File: config.mk
export PLATFORM = sky130hd
export DESIGN_NAME = mp2_pos_ctr
export DESIGN_NICKNAME = d
export VERILOG_FILES = /design/src/design/mp2_pkg.sv /design/src/design/mp2_pos_ctr.sv
export SDC_FILE = /design/constraint.sdc
export NUM_CORES = 1
export LEC_CHECK = 0
export BUFFER_PORTS_ARGS = -buffer_cell sky130_fd_sc_hd__buf_2
export CORE_MARGIN = 2
export CORE_UTILIZATION = 35
export DETAILED_ROUTE_END_ITERATION = 6
export PLACE_DENSITY = 0.58
export SKIP_CTS_REPAIR_TIMING = 1
export SKIP_LAST_GASP = 1
export SLEW_MARGIN = 20
export SYNTH_ARGS = -nofsm -noshare
export SYNTH_HDL_FRONTEND = slang
export SYNTH_SLANG_ARGS = --single-unit
File: constraint.sdc
create_clock -name clk -period 5 [get_ports clk]
set_input_delay 0 -clock clk [delete_from_list [all_inputs] [get_ports clk]]
set_output_delay 0 -clock clk [all_outputs]
set_load 0.01 [all_outputs]
File: src/design/mp2_pkg.sv
// ----------------------------------------------------------------------------
// mp2_pkg: shared constants, types and helpers for 2x2 stride-2 max pooling
// Defaults for the size parameters, register codes and position flags.
// ----------------------------------------------------------------------------
`default_nettype none

package mp2_pkg;

  localparam int MAX_FRAME_DEF    = 64;
  localparam int MAX_CHANNELS_DEF = 64;
  localparam int DATA_WIDTH_DEF   = 16;

  // configuration port
  localparam int CFG_W     = 7;
  localparam int CFG_IDX_W = 1;

  localparam logic [CFG_IDX_W-1:0] REG_FRAME_SIZE    = 1'd0;
  localparam logic [CFG_IDX_W-1:0] REG_CHANNEL_COUNT = 1'd1;

  localparam int FRAME_SIZE_RST    = 32;
  localparam int CHANNEL_COUNT_RST = 6;

  // result queue depth
  localparam int OUT_FIFO_DEPTH = 4;

  // role of the beat being taken in
  typedef struct packed {
    logic in_win;   // inside the even part of the map
    logic col_odd;  // second column of a pair
    logic row_odd;  // second row of a pair
    logic last;     // last pooled element of the map
  } pos_flags_t;

  function automatic int clamp(input int v, input int lo, input int hi);
    int res;
    res = v;
    if (res < lo) res = lo;
    if (res > hi) res = hi;
    return res;
  endfunction

endpackage

`default_nettype wire

File: src/design/mp2_pos_ctr.sv
// ----------------------------------------------------------------------------
// mp2_pos_ctr: row / column / channel position of the incoming beat
// Gives store addresses and role flags, steps on each accepted beat.
// ----------------------------------------------------------------------------
`default_nettype none

module mp2_pos_ctr #(
  parameter int MAX_FRAME    = mp2_pkg::MAX_FRAME_DEF,
  parameter int MAX_CHANNELS = mp2_pkg::MAX_CHANNELS_DEF,
  localparam int RC_W        = $clog2(MAX_FRAME),
  localparam int CH_W        = (MAX_CHANNELS > 1) ? $clog2(MAX_CHANNELS) : 1,
  localparam int FS_W        = $clog2(MAX_FRAME + 1),
  localparam int CC_W        = $clog2(MAX_CHANNELS + 1),
  localparam int STORE_DEPTH = (MAX_FRAME / 2) * MAX_CHANNELS,
  localparam int SLOT_W      = (STORE_DEPTH > 1) ? $clog2(STORE_DEPTH) : 1
) (
  input  wire logic                clk,
  input  wire logic                rst_n,
  input  wire logic                step,
  input  wire logic                frame_start,
  input  wire logic [FS_W-1:0]     fs_act,
  input  wire logic [CC_W-1:0]     cc_act,
  output      logic [CH_W-1:0]     ch,
  output      logic [SLOT_W-1:0]   slot,
  output      mp2_pkg::pos_flags_t flags
);

  logic [RC_W-1:0] row_r, row_nxt, row_cur;
  logic [RC_W-1:0] col_r, col_nxt, col_cur;
  logic [CH_W-1:0] ch_r, ch_nxt, ch_cur;
  logic [FS_W-1:0] even_fs;
  logic [FS_W-1:0] row_w, col_w;
  logic [CC_W-1:0] ch_inc;

  // frame_start restarts the map at this very beat
  assign row_cur = frame_start ? '0 : row_r;
  assign col_cur = frame_start ? '0 : col_r;
  assign ch_cur  = frame_start ? '0 : ch_r;

  assign even_fs = fs_act & ~FS_W'(1);

  assign ch   = ch_cur;
  assign slot = SLOT_W'(int'(col_cur >> 1) * MAX_CHANNELS + int'(ch_cur));

  always_comb begin
    flags.in_win  = (FS_W'(row_cur) < even_fs) && (FS_W'(col_cur) < even_fs);
    flags.col_odd = col_cur[0];
    flags.row_odd = row_cur[0];
    flags.last    = (FS_W'(row_cur) == even_fs - FS_W'(1))
                 && (FS_W'(col_cur) == even_fs - FS_W'(1))
                 && (CC_W'(ch_cur) == cc_act - CC_W'(1));
  end

  // next position; each counter wraps once it reaches or passes its bound
  always_comb begin
    ch_inc = CC_W'(ch_cur) + CC_W'(1);
    row_w  = FS_W'(row_cur);
    col_w  = FS_W'(col_cur);
    ch_nxt = CH_W'(ch_inc);
    if (ch_inc >= cc_act) begin
      ch_nxt = '0;
      col_w  = FS_W'(col_cur) + FS_W'(1);
      if (col_w >= fs_act) begin
        col_w = '0;
        row_w = FS_W'(row_cur) + FS_W'(1);
        if (row_w >= fs_act) row_w = '0;
      end
    end
    if (col_w >= fs_act) col_w = '0;
    if (row_w >= fs_act) row_w = '0;
    row_nxt = RC_W'(row_w);
    col_nxt = RC_W'(col_w);
  end

  always_ff @(posedge clk) begin
    if (!rst_n) begin
      row_r <= '0;
      col_r <= '0;
      ch_r  <= '0;
    end else if (step) begin
      row_r <= row_nxt;
      col_r <= col_nxt;
      ch_r  <= ch_nxt;
    end
  end

endmodule

`default_nettype wire

# Word level (Yosys, flattened, before mapping)
# Index checks and enable logic that the tools add are counted.
dict set report totals {
  rom_bits 0
  word_cells 33
  register_bits 18
  mem_bits_rw 0
  inputBits 18
  latch_bits 0
  out_inout_bits 21
  n_memories 0
}
dict set report classes {
  mux 11
  n_bitwise 0
  order_cmp 7
  shifts 0
  n_reduce_logical 3
  div_mod_pow 0
  n_eq_ne 3
  addsub 6
  multipliers 0
}
# cell count
set ops {}
lappend ops {{two-way mux 6 bit} 6}
lappend ops {{greater-or-equal comparator 7 bit} 5}
lappend ops {{two-way mux 7 bit} 5}
lappend ops {{adder 6 x 1 -> 7 bit (second input constant)} 3}
lappend ops {{equality test 6 x 7 -> 1 bit} 3}
lappend ops {{< comparator 6 x 7 -> 1 bit} 2}
lappend ops {{subtractor 7 x 1 -> 7 bit (second input constant)} 2}
lappend ops {{adder 11 x 6 -> 11 bit} 1}
lappend ops {{logical AND 1 bit} 3}

# Depth between registers and ports, before layout
dict set report logic_depth {
  ltp_word 8
  depth_mapped 21
  depth_no_buf 19
}

# Worst setup path before layout
# OpenSTA, ideal clock, no wires.
dict set report synth_timing {
  kind {flip-flop to flip-flop}
  from {reg row_r[0]}
  to {reg row_r[4]}
  setup_slack_ns 1.042
  synth_period_minus_slack_ns 3.958
  path_stages_with_launch 19
  path_buffers 0
  t_required_ns 4.883
  setup_time_ns 0.117
  t_arrival_ns 3.841
  path_cell_list {dfxtp_1 -> nand2b_4 -> inv_1 -> ha_1 -> and3_1 -> xor2_1 -> ha_1 -> and3_1 -> a221o_1 -> a31oi_4 -> nand3_2 -> mux2_4 -> ha_1 -> nor3b_1 -> o21bai_1 -> a21oi_1 -> o21ai_0 -> nor2_1 -> a22o_1}
}
# element line
set synth_rtl {}
lappend synth_rtl {{from (decl)} mp2_pos_ctr.sv:28} ;# logic [RC_W-1:0] row_r, row_nxt, row_cur;
lappend synth_rtl {{from (signal assigned)} mp2_pos_ctr.sv:81} ;# row_r <= row_nxt;

# Worst setup path in the final report
dict set report layout_timing {
  from {reg row_r[0]}
  to {reg row_r[4]}
}
dict set report layout_between {
  elab_chain_cells 8
}
# element line
set layout_lines {}
lappend layout_lines {{two-way mux 6 bit *} mp2_pos_ctr.sv:36} ;# assign row_cur = frame_start ? '0 : row_r;
lappend layout_lines {{adder 6 x 1 -> 7 bit} mp2_pos_ctr.sv:65} ;# row_w = FS_W'(row_cur) + FS_W'(1);
lappend layout_lines {{greater-or-equal comparator 7 bit} mp2_pos_ctr.sv:66} ;# if (row_w >= fs_act) row_w = '0;
lappend layout_lines {{two-way mux 7 bit} mp2_pos_ctr.sv:66}
lappend layout_lines {{two-way mux 7 bit} mp2_pos_ctr.sv:63} ;# if (col_w >= fs_act) begin
lappend layout_lines {{two-way mux 7 bit *} mp2_pos_ctr.sv:60} ;# if (ch_inc >= cc_act) begin
lappend layout_lines {{greater-or-equal comparator 7 bit} mp2_pos_ctr.sv:70} ;# if (row_w >= fs_act) row_w = '0;
lappend layout_lines {{two-way mux 6 bit *} mp2_pos_ctr.sv:70}
# Every way passes the cells marked *; elsewhere a longest branch is shown, timed or not.
# A chain may end at the register's enable or synchronous reset.

==> Flow_metrics.wiki <==
{| class="wikitable"
! Metric !! Value
|-
| Clock tree root driver cell || sky130_fd_sc_hd__clkbuf_8
|-
| Most used flip-flop cell after synthesis || sky130_fd_sc_hd__dfxtp_1
|-
| Area of the mapped netlist || 2605 um^2
|-
| Setup clock skew after layout || between 0.009 and 0.01 ns
|-
| Kind of cell adding the most delay to the critical path || compound AO/OA/AOI/OAI gates
|-
| Initial standard-cell utilization of the core || between 30 and 40%
|-
| Top-area cell type share of the netlist area || about a quarter
|-
| Number of search-and-repair iterations in the first detailed-routing pass || 4
|-
| Setup repair after global routing missed its margin || false
|-
| Most common cell type on the critical path || sky130_fd_sc_hd__ha_1
|-
| Worst-path cell chain || nand2b_4 > inv_1 > ha_1 > and3_1 > xor2_1 > ha_1 > and3_1 > a221o_1 > a31oi_4 > nand3_2 > mux2_4 > ha_1 > nor3b_1 > o21bai_1 > a21oi_1 > o21ai_0 > nor2_1 > a22o_1
|-
| Worst-skew pair later-pin latency || 0.26 ns
|-
| Cell with the largest stage delay on the worst path || sky130_fd_sc_hd__o21ai_0
|-
| Most common library cell in the layout ignoring fill and taps || sky130_fd_sc_hd__ha_1
|-
| Largest area contributor in the netlist || sky130_fd_sc_hd__ha_1
|-
| Synth Net Count || 396
|-
| Count of clock tree sinks || 18
|-
| Overall overflow remaining after global route || 0
|-
| Fraction of layout instances using a drive strength above 1 || between 10% and 20%
|-
| EDFF count, synth || 0
|-
| Worst Path Buf+Inv || 1
|-
| Final-report hold violation count || 0
|-
| Area of the die || 8149 um^2
|-
| Gp weighted congestion || between 0.8 and 0.9
|-
| Vias in the first global route || approximately 2,300
|-
| Die Ht || between 90 and 100 um
|-
| Total Routed Length || between 6 and 7 mm
|-
| Pwr/cell area || about 120 nW/um^2
|-
| Placed instance count || 456
|-
| Transition time at the pin with the least slew margin || between 0.8 and 0.9 ns
|-
| Gr usage total || 16.78%
|-
| First-pass GRT wire length || between 10 and 15 mm
|-
| Final nets || 430
|-
| Setup TNS || 0 ns
|-
| Number of antenna violations at the first check in global routing || 0
|-
| Main area contributors after synthesis || sky130_fd_sc_hd__ha_1 24%, sky130_fd_sc_hd__dfxtp_1 14%, sky130_fd_sc_hd__xnor2_1 5.0%
|-
| Wirelength per Cell || 14.78 um
|-
| Max-slew violation total from the final report || 0
|-
| Setup Crit Path Kind || register to register
|-
| CP Launch Type || register
|-
| IR drop worst, VDD || 95.52 uV
|-
| Utilization after layout || ~40%
|-
| Largest fanout on the critical path || 6
|-
| Clock tree from TritonCTS || yes
|-
| Total power || around 350 uW
|-
| Worst stage delay on the critical path || around 0.6 ns
|-
| Width of the die || 90.27 um
|-
| Number of diodes added for antenna fixing || 0
|-
| Yosys warning total || 0
|-
| Run status || complete, no violations
|-
| Area of the core || approximately 7200 um^2
|-
| Post-detailed-route count of antenna-violating nets || 0
|-
| Critical path endpoint category || register
|-
| Slew headroom || between 40% and 50%
|-
| Total of max-cap violations || 0
|-
| Relative area change from synthesis to final layout || 12.15%
|-
| Clock slew at the register clock pins of the worst setup and hold paths || about 0.080 ns
|-
| Sequential fraction of the synthesis area || around 14%
|-
| Final critical path time including I/O delays and setup || approximately 4.5 ns
|-
| DR vias/cell || 5.187
|-
| Fmax || 224.2 MHz
|-
| Number of standard cells in the layout, taps in and fillers out || 460
|-
| Post-route DRC || 0
|-
| Unique masters post-synth || 50
|-
| Share of synthesized registers carrying an async set or reset || 0%
|-
| Top library cells by usage in the layout, fill and taps aside || 50 x sky130_fd_sc_hd__ha_1, 38 x sky130_fd_sc_hd__buf_2, 31 x sky130_fd_sc_hd__nand2_1
|-
| Static leakage power || around 0.0015 uW
|-
| Number of buffers on the longest clock path || 2
|-
| Mean Syn Cell Area || between 7 and 8 um^2
|-
| Number of levels in the clock H-tree || 1
|-
| 1st-iter DRT viols || about 150
|-
| I/O pin count || 39
|-
| Worst R2R Setup Slack || 0.54 ns
|-
| Gate count of the mapped netlist || ~330
|-
| Period Utilization, post-route || roughly nine tenths
|-
| Vias || 2,386
|-
| Post-DP HPWL || 5.700 mm
|-
| Hold Path Class || input port to register
|-
| Number of register bits inferred by synthesis || 18
|-
| Endpoints failing setup || 0
|-
| Maximum number of pins on one net before global-route repair || 20
|-
| Port buffer count || 38
|-
| Number of buffers created by CTS || 3
|-
| Worst endpoint data arrival time || roughly 4.6 ns
|-
| Number of rows created at floorplan || 31
|-
| Data required time of the critical path || 5.16 ns
|}
## per-stage QoR
step	worst slack, ns	cell area, um^2	hold WS (ns)
5_1_grt	0.2681	2922	0.05381
4_1_cts	0.5485	2922	0.05037
6_report	0.5395	2922	0.05344
3_5_place_dp	0.5295	2867	0.3410
2_1_floorplan	1.042	2605	0.04559
3_3_place_gp	0.6876	2867	0.3293
## worst reg2reg max path, stage by stage, from the launching register on
cell,delay [ns]
sky130_fd_sc_hd__dfxtp_1,0.43
sky130_fd_sc_hd__nand2b_4,0.09
sky130_fd_sc_hd__inv_1,0.10
sky130_fd_sc_hd__ha_1,0.19
sky130_fd_sc_hd__and3_1,0.19
sky130_fd_sc_hd__xor2_1,0.27
sky130_fd_sc_hd__ha_1,0.29
sky130_fd_sc_hd__and3_1,0.20
sky130_fd_sc_hd__a221o_1,0.33
sky130_fd_sc_hd__a31oi_4,0.24
sky130_fd_sc_hd__nand3_2,0.15
sky130_fd_sc_hd__mux2_4,0.31
sky130_fd_sc_hd__ha_1,0.28
sky130_fd_sc_hd__nor3b_1,0.04
sky130_fd_sc_hd__o21bai_1,0.15
sky130_fd_sc_hd__a21oi_1,0.08
sky130_fd_sc_hd__o21ai_0,0.59
sky130_fd_sc_hd__nor2_1,0.20
sky130_fd_sc_hd__a22o_1,0.22
## state kept, by name, indices dropped and copies added (netlist names)
name and cells:
ch_r 6, col_r 6, row_r 6
## kinds of logic (layout without fill, tap and decap cells)
group,after synthesis,in the layout,share of synthesized area [%]
flip-flops,18,18,13.83
buffers and inverters,35,68,6.195
AO/OA/AOI/OAI,75,75,21.61
multiplexers,1,1,0.5762
adder cells (fa/ha/maj),50,50,24.02
XOR/XNOR,24,24,8.069
AND/OR/NAND/NOR,125,125,25.70
## area by class of cell
cell class | instances | area [um^2]
clock buffers | 4 | 55.05
well taps | 99 | 123.9
inverters | 23 | 86.33
multi-input cells | 275 | 2083
repair buffers | 41 | 212.7
fillers | 774 | 4293
flip-flops and latches | 18 | 360.3
## cell usage after synthesis, types with 2 or more instances
library cell	number
sky130_fd_sc_hd__inv_1	22
sky130_fd_sc_hd__nor4_2	2
sky130_fd_sc_hd__and2b_1	2
sky130_fd_sc_hd__a22o_1	5
sky130_fd_sc_hd__o31ai_1	3
sky130_fd_sc_hd__nand3_1	23
sky130_fd_sc_hd__buf_2	3
sky130_fd_sc_hd__buf_4	7
sky130_fd_sc_hd__nor3_1	4
sky130_fd_sc_hd__a21boi_0	5
sky130_fd_sc_hd__nor2b_1	15
sky130_fd_sc_hd__nand2b_4	2
sky130_fd_sc_hd__nand2b_1	8
sky130_fd_sc_hd__a21o_1	3
sky130_fd_sc_hd__a31oi_1	2
sky130_fd_sc_hd__ha_1	50
sky130_fd_sc_hd__xor2_1	9
sky130_fd_sc_hd__dfxtp_1	18
sky130_fd_sc_hd__a211oi_1	4
sky130_fd_sc_hd__nand4_1	3
sky130_fd_sc_hd__o21ai_0	18
sky130_fd_sc_hd__nand2_1	31
sky130_fd_sc_hd__a32o_1	5
sky130_fd_sc_hd__xnor2_1	15
sky130_fd_sc_hd__nor2_1	21
sky130_fd_sc_hd__a21oi_1	11
sky130_fd_sc_hd__a31o_2	2
sky130_fd_sc_hd__o21a_1	6
sky130_fd_sc_hd__nor2b_2	2
sky130_fd_sc_hd__and3_1	7
## per-layer routing
layer	track usage [%]	wire [um]	part of all wire [%]	vias up
met3	2.421	150	2.2	4
met2	29.51	3226	47	28
li1	-	-	-	1245
met1	21.93	3357	49	1109
met4	3.205	68	1.0	0
met5	0	0	0	-
## where the power goes
part	leakage (uW)	switching, uW	internal (uW)
combinational	0.00128	51.6	33.1
sequential	0.000145	0.584	144
clock	0.0000288	55.3	70.1
total	0.00146	107	247
## final timing paths
path / from / endpoint / cells past startpoint
max reg2reg: row_r[0] / row_r[4] / 18
min: rst_n / ch_r[3] / 2
max: row_r[0] / row_r[4] / 18
min reg2reg: ch_r[2] / ch_r[2] / 2
Note: power is estimated with default switching activity, not from simulation.
