$ cat config.mk
export PLATFORM = sky130hd
export DESIGN_NAME = mp2_out_fifo
export DESIGN_NICKNAME = d
export VERILOG_FILES = /design/src/design/mp2_pkg.sv /design/src/design/mp2_out_fifo.sv
export SDC_FILE = /design/constraint.sdc
export NUM_CORES = 1
export LEC_CHECK = 0
export BUFFER_PORTS_ARGS = -buffer_cell sky130_fd_sc_hd__buf_2
export CAP_MARGIN = 25
export CORE_MARGIN = 2
export CORE_UTILIZATION = 52
export CTS_CLUSTER_SIZE = 16
export DETAILED_ROUTE_END_ITERATION = 12
export HOLD_SLACK_MARGIN = 0.06
export PLACE_DENSITY = 0.73
export SKIP_LAST_GASP = 1
export SYNTH_ARGS = -nofsm -noshare
export SYNTH_HDL_FRONTEND = slang
export SYNTH_SLANG_ARGS = --single-unit
export TNS_END_PERCENT = 100
$ cat constraint.sdc
create_clock -name clk -period 3.1 [get_ports clk]
set_input_delay 0.93 -clock clk [delete_from_list [all_inputs] [get_ports clk]]
set_output_delay 0.93 -clock clk [all_outputs]
set_load 0.005 [all_outputs]
$ cat src/design/mp2_pkg.sv
// ----------------------------------------------------------------------------
// mp2_pkg: shared constants, types and helpers for 2x2 stride-2 max pooling
// Defaults for the size parameters, register codes and position flags.
// ----------------------------------------------------------------------------
`default_nettype none

package mp2_pkg;

  localparam int MAX_FRAME_DEF    = 64;
  localparam int MAX_CHANNELS_DEF = 64;
  localparam int DATA_WIDTH_DEF   = 16;

  // configuration port
  localparam int CFG_W     = 7;
  localparam int CFG_IDX_W = 1;

  localparam logic [CFG_IDX_W-1:0] REG_FRAME_SIZE    = 1'd0;
  localparam logic [CFG_IDX_W-1:0] REG_CHANNEL_COUNT = 1'd1;

  localparam int FRAME_SIZE_RST    = 32;
  localparam int CHANNEL_COUNT_RST = 6;

  // result queue depth
  localparam int OUT_FIFO_DEPTH = 4;

  // role of the beat being taken in
  typedef struct packed {
    logic in_win;   // inside the even part of the map
    logic col_odd;  // second column of a pair
    logic row_odd;  // second row of a pair
    logic last;     // last pooled element of the map
  } pos_flags_t;

  function automatic int clamp(input int v, input int lo, input int hi);
    int res;
    res = v;
    if (res < lo) res = lo;
    if (res > hi) res = hi;
    return res;
  endfunction

endpackage

`default_nettype wire

$ cat src/design/mp2_out_fifo.sv
// ----------------------------------------------------------------------------
// mp2_out_fifo: small result queue in front of the output channel
// Decouples result delivery from the input side.
// ----------------------------------------------------------------------------
`default_nettype none

module mp2_out_fifo #(
  parameter int DATA_WIDTH = mp2_pkg::DATA_WIDTH_DEF,
  parameter int DEPTH      = mp2_pkg::OUT_FIFO_DEPTH,
  localparam int PTR_W     = (DEPTH > 1) ? $clog2(DEPTH) : 1,
  localparam int CNT_W     = $clog2(DEPTH + 1)
) (
  input  wire logic                         clk,
  input  wire logic                         rst_n,
  input  wire logic                         push,
  input  wire logic signed [DATA_WIDTH-1:0] push_value,
  input  wire logic                         push_last,
  input  wire logic                         pop_ready,
  output      logic                         pop_valid,
  output      logic signed [DATA_WIDTH-1:0] pop_value,
  output      logic                         pop_last,
  output      logic [CNT_W-1:0]             count
);

  logic signed [DATA_WIDTH-1:0] val_q [DEPTH];
  logic                         last_q [DEPTH];
  logic [PTR_W-1:0]             wr_ptr_r, rd_ptr_r;
  logic [CNT_W-1:0]             count_r, count_nxt;
  logic                         pop;

  assign pop_valid = (count_r != '0);
  assign pop       = pop_valid && pop_ready;
  assign pop_value = val_q[rd_ptr_r];
  assign pop_last  = last_q[rd_ptr_r];
  assign count     = count_r;

  always_comb begin
    count_nxt = count_r;
    if (push && !pop)      count_nxt = count_r + CNT_W'(1);
    else if (!push && pop) count_nxt = count_r - CNT_W'(1);
  end

  always_ff @(posedge clk) begin
    if (push) begin
      val_q[wr_ptr_r]  <= push_value;
      last_q[wr_ptr_r] <= push_last;
    end
  end

  always_ff @(posedge clk) begin
    if (!rst_n) begin
      wr_ptr_r <= '0;
      rd_ptr_r <= '0;
      count_r  <= '0;
    end else begin
      if (push) wr_ptr_r <= (int'(wr_ptr_r) == DEPTH - 1) ? '0 : wr_ptr_r + PTR_W'(1);
      if (pop)  rd_ptr_r <= (int'(rd_ptr_r) == DEPTH - 1) ? '0 : rd_ptr_r + PTR_W'(1);
      count_r <= count_nxt;
    end
  end

endmodule

`default_nettype wire

* Yosys cells after proc, flatten, opt, wreduce, memory -nomap -nowiden
Memories as Yosys holds them, arrays and structs flattened. A register that Yosys moved wholly into a read port is not among the register bits.
Cells that the tools add are included.
** Storage, ports and cells
- Register bits :: 7
- ROM bits :: 0
- Input bits :: 21
- Logic and storage cells :: 28
- Memories kept :: 2
- RAM bits :: 68
- Latch bits :: 0
** Memories
- val_q :: depth 4, bits a word 16, rd ports 1, clocked after memory_dff 1, write ports 1, line mp2_out_fifo.sv:25 : logic signed [DATA_WIDTH-1:0] val_q [DEPTH];
- last_q :: depth 4, bits a word 1, rd ports 1, clocked after memory_dff 1, write ports 1, line mp2_out_fifo.sv:26 : logic last_q [DEPTH];
** Operators by class
- Multiplexer cells :: 10
- Add/sub/neg operators :: 4
- Reductions and logical operators :: 7
- Divide/modulo/power cells :: 0
- Order comparisons :: 0
- Multipliers :: 0
- Shift-type cells :: 0
- Bitwise operators :: 0
- Equality and inequality tests :: 2
** Operator list (number)
- $mux 2 :: 6
- $mux 3 :: 2
- $add 2x1->2 const B :: 2
- $eq 2x1->1 const B :: 2
- $add 3x1->3 const B :: 1
- $logic_and 1x1->1 :: 3
- $reduce_bool 3->1 :: 1
- $sub 3x1->3 const B :: 1
- $logic_not 1->1 :: 2
- $mux 1 :: 2
- $reduce_bool 2->1 :: 1

* Logic depth before layout (Yosys ltp)
Gate-level depths: netlist of run 1.
- Depth after elaboration :: 5
- Gate-level depth with buffers :: 7
- Gate-level depth less buffers :: 7

* Least setup slack after synthesis of run 1
No wires, ideal clock.
- Kind :: input to register
- Start point :: input pop_ready
- End point :: register count_r[2], in the netlist count[2]
- Required time :: 3.024 ns
- Stages on the path :: 7
- Slack :: 0.738 ns
- Buffers on the path :: 0
- Setup time :: 0.076 ns
- Data arrival time :: 2.286 ns
- Cells stage by stage :: o31ai_1 > ha_1 > inv_1 > fa_1 > xor2_1 > or3_1 > a21boi_0
** On the way
- Longest elaborated chain between the ends :: 4
** Ends and longest elaborated chain
- start, declared :: line mp2_out_fifo.sv:18 : input wire logic pop_ready,
- $logic_and 1x1->1 * :: line mp2_out_fifo.sv:32 : assign pop = pop_valid && pop_ready;
- $logic_not 1->1 :: line mp2_out_fifo.sv:39 : if (push && !pop) count_nxt = count_r + CNT_W'(1);
- $logic_and 1x1->1 :: line mp2_out_fifo.sv:39
- $mux 3 / $reduce_bool 2->1 (equally long branches)
- end signal, assigned :: line mp2_out_fifo.sv:58 : count_r <= count_nxt;
- end, declared :: line mp2_out_fifo.sv:28 : logic [CNT_W-1:0] count_r, count_nxt;
Every way passes the cells marked *; elsewhere a longest branch is shown, timed or not.
A chain may end at the register's enable or synchronous reset.

==> flow_metrics.env, run 1 <==
export IMPL_status="finished, final reports clean"
export IMPL_wl_met1_um=1860
export IMPL_ant_nets=0
export IMPL_critical_path_arrival_ns=1.73
export IMPL_crit_type="reg2out"
export IMPL_grt_max_degree=18
export IMPL_setup_viol=0
export IMPL_worst_slew_pin_slew_ns=0.784
export IMPL_core_um2=5470
export IMPL_reg2reg_from="count[0]"
export IMPL_fin_crit_sh_pct=86.0
export IMPL_endpoint="pop_value[8]"
export IMPL_hold_buffers=0
export IMPL_routabilityCongestion=0.725
export IMPL_endpoint_kind="output port"
export IMPL_crit_chain="mux4_2 -> buf_2"
export IMPL_synth_top_area_share_pct=69.4
export IMPL_cts_tree="yes"
export IMPL_seqCellArea_um2=2220
export IMPL_insertion_delay_ns=0.33
export IMPL_critPathSlowestCell="dfxtp_1"
export IMPL_io_pin_count=42
export IMPL_totalWireLength_um=4530
export IMPL_clock_skew_ns=0.00621
export IMPL_io_buffers=41
export IMPL_synth_area_leaders="edfxtp_1, mux4_2, mux4_1"
export IMPL_yosys_area_top_type="edfxtp_1"
export IMPL_grt_overflow_total=0
export IMPL_diodes=0
export IMPL_drive_gt1_share_pct=37.3
export IMPL_cts_sinks=77
export IMPL_yosysSeqAreaShare_pct=75.5
export IMPL_dp_slack_ns=0.472
export IMPL_path_clk_slew_ns=0.08
export IMPL_post_cts_repair_setup_buffers=0
export IMPL_std_cell_rows=27
export IMPL_finalHoldViolCount=0
export IMPL_synth_most_common_cell="edfxtp_1"
export IMPL_detailedRoute_firstPassIterationCount=4
export IMPL_multi_input_area_um2=669
export IMPL_vdd_drop_max_uv=361
export IMPL_wl_met2_um=2470
export IMPL_syn_inst=134
export IMPL_layout_nets=216
export IMPL_cts_made_buffers=9
export IMPL_dieArea_um2=6280
export IMPL_drc=0
export IMPL_grt_pass1_vias=1480
export IMPL_synth_edf_count=68
export IMPL_routed_top_layer="met4"
export IMPL_reg2reg_depth=7
export IMPL_async_reset_ff_share_pct=0
export IMPL_grt_pass1_wl_um=7180
export IMPL_routed_via_count=1425
export IMPL_area_growth_pct=16.1
export IMPL_antenna_found_initial=0
export IMPL_post_drt_wl_per_cell_um=17.1
export IMPL_max_slew_margin_rel_pct=47.6
export IMPL_startpoint_type="register"
export IMPL_maxCapViolCount=0
export IMPL_ys_warnings_count=0
export IMPL_tns_ns=0
export IMPL_hp_class="reg2reg"
export IMPL_p_leak_uw=0.00122
export IMPL_crit_path_max_incr_delay_ns=0.84
export IMPL_die_w_um=79.2
export IMPL_layout_min_cycle_time_ns=2.66
export IMPL_cts_resized_gates=0
export IMPL_track_usage_pct=15.9
export IMPL_critPathMaxFanout=17
export IMPL_avgViaCountPerCell=5.38
export IMPL_start_util_pct=53.8
export IMPL_die_h_um=79.2
export IMPL_p_per_area_nw_per_um2=699
export IMPL_synthFlopType="edfxtp_1"
export IMPL_cp_required_ns=2.17
export IMPL_syn_area_per_cell_um2=22.0
export IMPL_setup_ws_ns=0.435
export IMPL_hpwl_um=2920
export IMPL_clockBufferDepth=2
export IMPL_ys_types=22
export IMPL_regToRegEndpoint="count[2]"
export IMPL_syn_nets=162
export IMPL_fillers=407
export IMPL_grt_setup_unrepaired="false"
export IMPL_finish_utilization_pct=62.5
export IMPL_yosys_top_cells_count="edfxtp_1, mux4_2, dfxtp_1, mux4_1, ha_1"
export IMPL_wl_met3_um=145
export IMPL_drt_iter0_markers=77
export IMPL_finalMaxSlewViolations=0
export IMPL_max_freq_ghz=0.375
export IMPL_cts_max_level=3
export IMPL_synth_area_um2=2940
export IMPL_ys_ff_latch=77
export IMPL_regToRegSetupSlack_ns=0.78
export IMPL_root_buffer="clkbuf_8"
registers in the layout, indices dropped and copies added (netlist names), named ones only:
register / count
count: 3
wr_ptr_r: 2
rd_ptr_r: 2
last_q: 4
val_q: 64
how the worst min path moves through the flow:
stage	from	end	slack (ns)	cells past startpoint
after global routing	rd_ptr_r[0]	register	0.62	2
final	rd_ptr_r[0]	register	0.55	2
after CTS	rd_ptr_r[0]	register	0.56	2
after detailed placement	count[2]	count[2]	0.54	2
after global placement	count[2]	count[2]	0.49	2
after floorplan	rd_ptr_r[1]	register	0.48	2
layer usage:
layer | up-vias | GRT usage [%]
li1 | 657 | -
met1 | 734 | 18.5
met2 | 28 | 28.1
met3 | 6 | 3.64
met4 | 0 | 7.24
met5 | - | 0
critical path: cells and delay by family, from the launching register on:
family | cells | cell delay (ns)
buffers and inverters | 1 | 0.15
muxes | 1 | 0.42
DFF | 1 | 0.84
cells in the final DEF, fill, tap and decap left out, types with 3 or more instances in the layout:
master	instances
mux4_2	10
o21ai_0	3
edfxtp_1	68
buf_2	41
dfxtp_1	9
and2_1	5
buf_4	6
clkbuf_8	9
clkinv_4	3
nor2b_1	3
clkinvlp_4	3
inv_1	3
ha_1	6
mux4_1	7
mux2i_1	3
metrics by stage:
| stage | hold WS, ns | power (uW) | instances | area (um2) |
|---|---|---|---|---|
| 5_1_grt | 0.620 | 2500 | 265 | 3420 |
| 2_1_floorplan | 0.478 | 1610 | 134 | 2940 |
| 3_3_place_gp | 0.495 | 1750 | 249 | 3240 |
| 4_1_cts | 0.561 | 2420 | 265 | 3420 |
| 3_5_place_dp | 0.541 | 1770 | 249 | 3240 |
| 6_report | 0.553 | 2390 | 265 | 3420 |
where the power goes:
group	internal, uW	total [uW]	switching, uW
Combinational	279	486	207
Sequential	1200	1260	55.1
Clock	291	646	355
Total	1770	2390	617
cell type report:
type / count / area share [%]
flip-flops and latches: 77 / 65.0
multi-input cells: 50 / 19.6
repair buffers: 47 / 7.32
clock buffers: 9 / 3.62
well taps: 72 / 2.63
clock inverters: 7 / 1.54
inverters: 3 / 0.329
kinds of logic after synthesis:
family          count (synthesis)  share of synthesized area, %
fa+ha+maj                       7                          3.23
flops                          77                          75.5
mux                            20                          14.9
simple gates                   16                          2.98
compound gates                  5                          1.02
xor+xnor                        2                         0.595
buf+inv                         7                          1.78
Power figures use the tool's default switching activity.
==> run 2, diff against run 1 <==
Settings changed: CORE_UTILIZATION 52 to 40, PLACE_DENSITY 0.73 to unset.
==> run 2 against run 1 <==
Compared with the run above:
- final cell count grew 10%
- utilization decreased by 14 points
- worst hold slack worse by 0.016 ns
- setup slack lost 0.032 ns
- total power grew 7.6%
- largest cell class unchanged
- clock power up 28%
- critical path type unchanged
- global-route usage decreased by 2.8 points
==> flow_metrics.env, run 2 (synthesis results as in run 1) <==
export IMPL_instances_no_fill=292
export IMPL_dieArea_um2=8060
export IMPL_dp_slack_ns=0.500
export IMPL_path_clk_slew_ns=0.08
export IMPL_detailedRoute_firstPassIterationCount=4
export IMPL_routabilityCongestion=0.660
export IMPL_cts_max_level=3
export IMPL_place_inst=276
export IMPL_root_buffer="clkbuf_8"
export IMPL_drt_iter0_markers=80
export IMPL_grt_max_degree=18
export IMPL_reg2reg_from="count[0]"
export IMPL_layout_min_cycle_time_ns=2.70
export IMPL_clock_power_share_pct=32.2
export IMPL_start_util_pct=41.0
export IMPL_hpwl_um=3180
export IMPL_critPathMaxFanout=17
export IMPL_setup_viol=0
export IMPL_post_drt_wl_per_cell_um=16.6
export IMPL_cp_required_ns=2.17
export IMPL_largest_reg_flops=64
export IMPL_regToRegSetupSlack_ns=0.79
export IMPL_final_common_cell="edfxtp_1"
export IMPL_tns_ns=0
export IMPL_die_w_um=89.8
export IMPL_crit_path_max_incr_delay_ns=0.63
export IMPL_worst_slew_pin_slew_ns=0.528
export IMPL_fillers=594
export IMPL_routed_via_count=1431
export IMPL_cts_tree="yes"
export IMPL_track_usage_pct=13.1
export IMPL_core_um2=7180
export IMPL_finalHoldViolCount=0
export IMPL_clock_skew_ns=0.00694
export IMPL_avgViaCountPerCell=4.90
export IMPL_grt_pass1_wl_um=7730
export IMPL_regToRegEndpoint="count[2]"
export IMPL_finalMaxSlewViolations=0
export IMPL_area_growth_pct=18.9
export IMPL_drive_gt1_share_pct=37.8
export IMPL_largest_register="val_q"
export IMPL_reg2reg_depth=7
export IMPL_ant_nets=0
export IMPL_crit_type="reg2out"
export IMPL_post_cts_repair_setup_buffers=0
export IMPL_p_seq_share_pct=48.2
export IMPL_clockBufferDepth=2
export IMPL_critical_path_arrival_ns=1.77
export IMPL_p_comb_share_pct=19.6
export IMPL_p_leak_uw=0.00124
export IMPL_cts_made_buffers=9
export IMPL_p_per_area_nw_per_um2=734
export IMPL_status="finished, final reports clean"
export IMPL_totalWireLength_um=4860
export IMPL_cts_sinks=77
export IMPL_maxCapViolCount=0
export IMPL_grt_setup_unrepaired="false"
export IMPL_most_common_layout_cells="edfxtp_1, buf_2, mux4_2, dfxtp_1, clkbuf_8"
export IMPL_io_pin_count=42
export IMPL_die_h_um=89.8
export IMPL_p_switching_uw=640
export IMPL_setup_ws_ns=0.403
export IMPL_layout_nets=216
export IMPL_crit_chain="buf_4 -> mux4_1 -> buf_2"
export IMPL_hold_end="count[2]"
export IMPL_drc=0
export IMPL_diodes=0
export IMPL_switching_share_pct=24.9
export IMPL_internal_power_uw=1930
export IMPL_cts_resized_gates=0
export IMPL_fin_crit_sh_pct=87.0
export IMPL_hold_depth=2
export IMPL_hold_path_startpoint="count[2]"
export IMPL_max_slew_margin_rel_pct=64.5
export IMPL_hp_class="reg2reg"
export IMPL_startpoint_type="register"
export IMPL_antenna_found_initial=0
export IMPL_grt_pass1_vias=1557
export IMPL_io_buffers=41
export IMPL_endpoint_kind="output port"
export IMPL_max_freq_ghz=0.371
export IMPL_grt_overflow_total=0
export IMPL_vdd_drop_max_uv=347
export IMPL_hold_buffers=0
export IMPL_critPathSlowestCell="mux4_1"
export IMPL_std_cell_rows=31
export IMPL_insertion_delay_ns=0.35
==> run 2: cell count changes in the layout (fill, tap and decap cells not counted), sizes merged <==
cell    before  now
bufinv       0    2
clkinv       4    2
==> run 2: area by class of cell <==
type | instances | area [um2] | share of cell area [%]
timing repair buffer | 47 | 250 | 7.15
sequential | 77 | 2220 | 63.5
clock buffer | 9 | 124 | 3.54
multi-input combinational | 50 | 669 | 19.1
tap | 99 | 124 | 3.54
clock inverter | 7 | 100 | 2.86
inverter | 3 | 11.3 | 0.322
==> run 2: worst max-delay path by stage <==
stage / end / slack [ns]
after floorplan: count[2] / 0.74
after global placement: count[2] / 0.60
after detailed placement: count[2] / 0.50
after CTS: pop_value[4] / 0.35
after global routing: pop_value[4] / 0.32
final: pop_value[4] / 0.40
==> run 2: power by group through the flow <==
stage | sequential, uW | combinational, uW | clock, uW
2_1_floorplan | 1260 | 353 | 0
3_3_place_gp | 1260 | 492 | 0
3_5_place_dp | 1260 | 510 | 0
4_1_cts | 1240 | 515 | 843
5_1_grt | 1250 | 554 | 884
6_report | 1240 | 503 | 828
==> run 2: per-layer routing <==
| metal | GRT usage [%] | up-vias | wire length, um |
|---|---|---|---|
| met4 | 8.08 | 0 | 97 |
| met3 | 3.77 | 10 | 213 |
| li1 | - | 654 | - |
| met1 | 14.9 | 739 | 2060 |
| met5 | 0 | - | 0 |
| met2 | 22.0 | 28 | 2490 |
==> run 2: worst max-delay path: cells and delay by family (launching register included) <==
kind	cells	cell delay, ns
buffers and inverters	2	0.47
muxes	1	0.63
DFF	1	0.31
==> run 2: through the flow <==
stage	power, uW	utilization [%]	hold WS, ns	instance area (um2)
finish	2570	48.8	0.537	3500
global route	2690	48.8	0.582	3500
CTS	2600	48.8	0.542	3500
detailed placement	1770	45.7	0.523	3280
global placement	1750	45.7	0.497	3280
floorplan	1610	-	0.478	2940
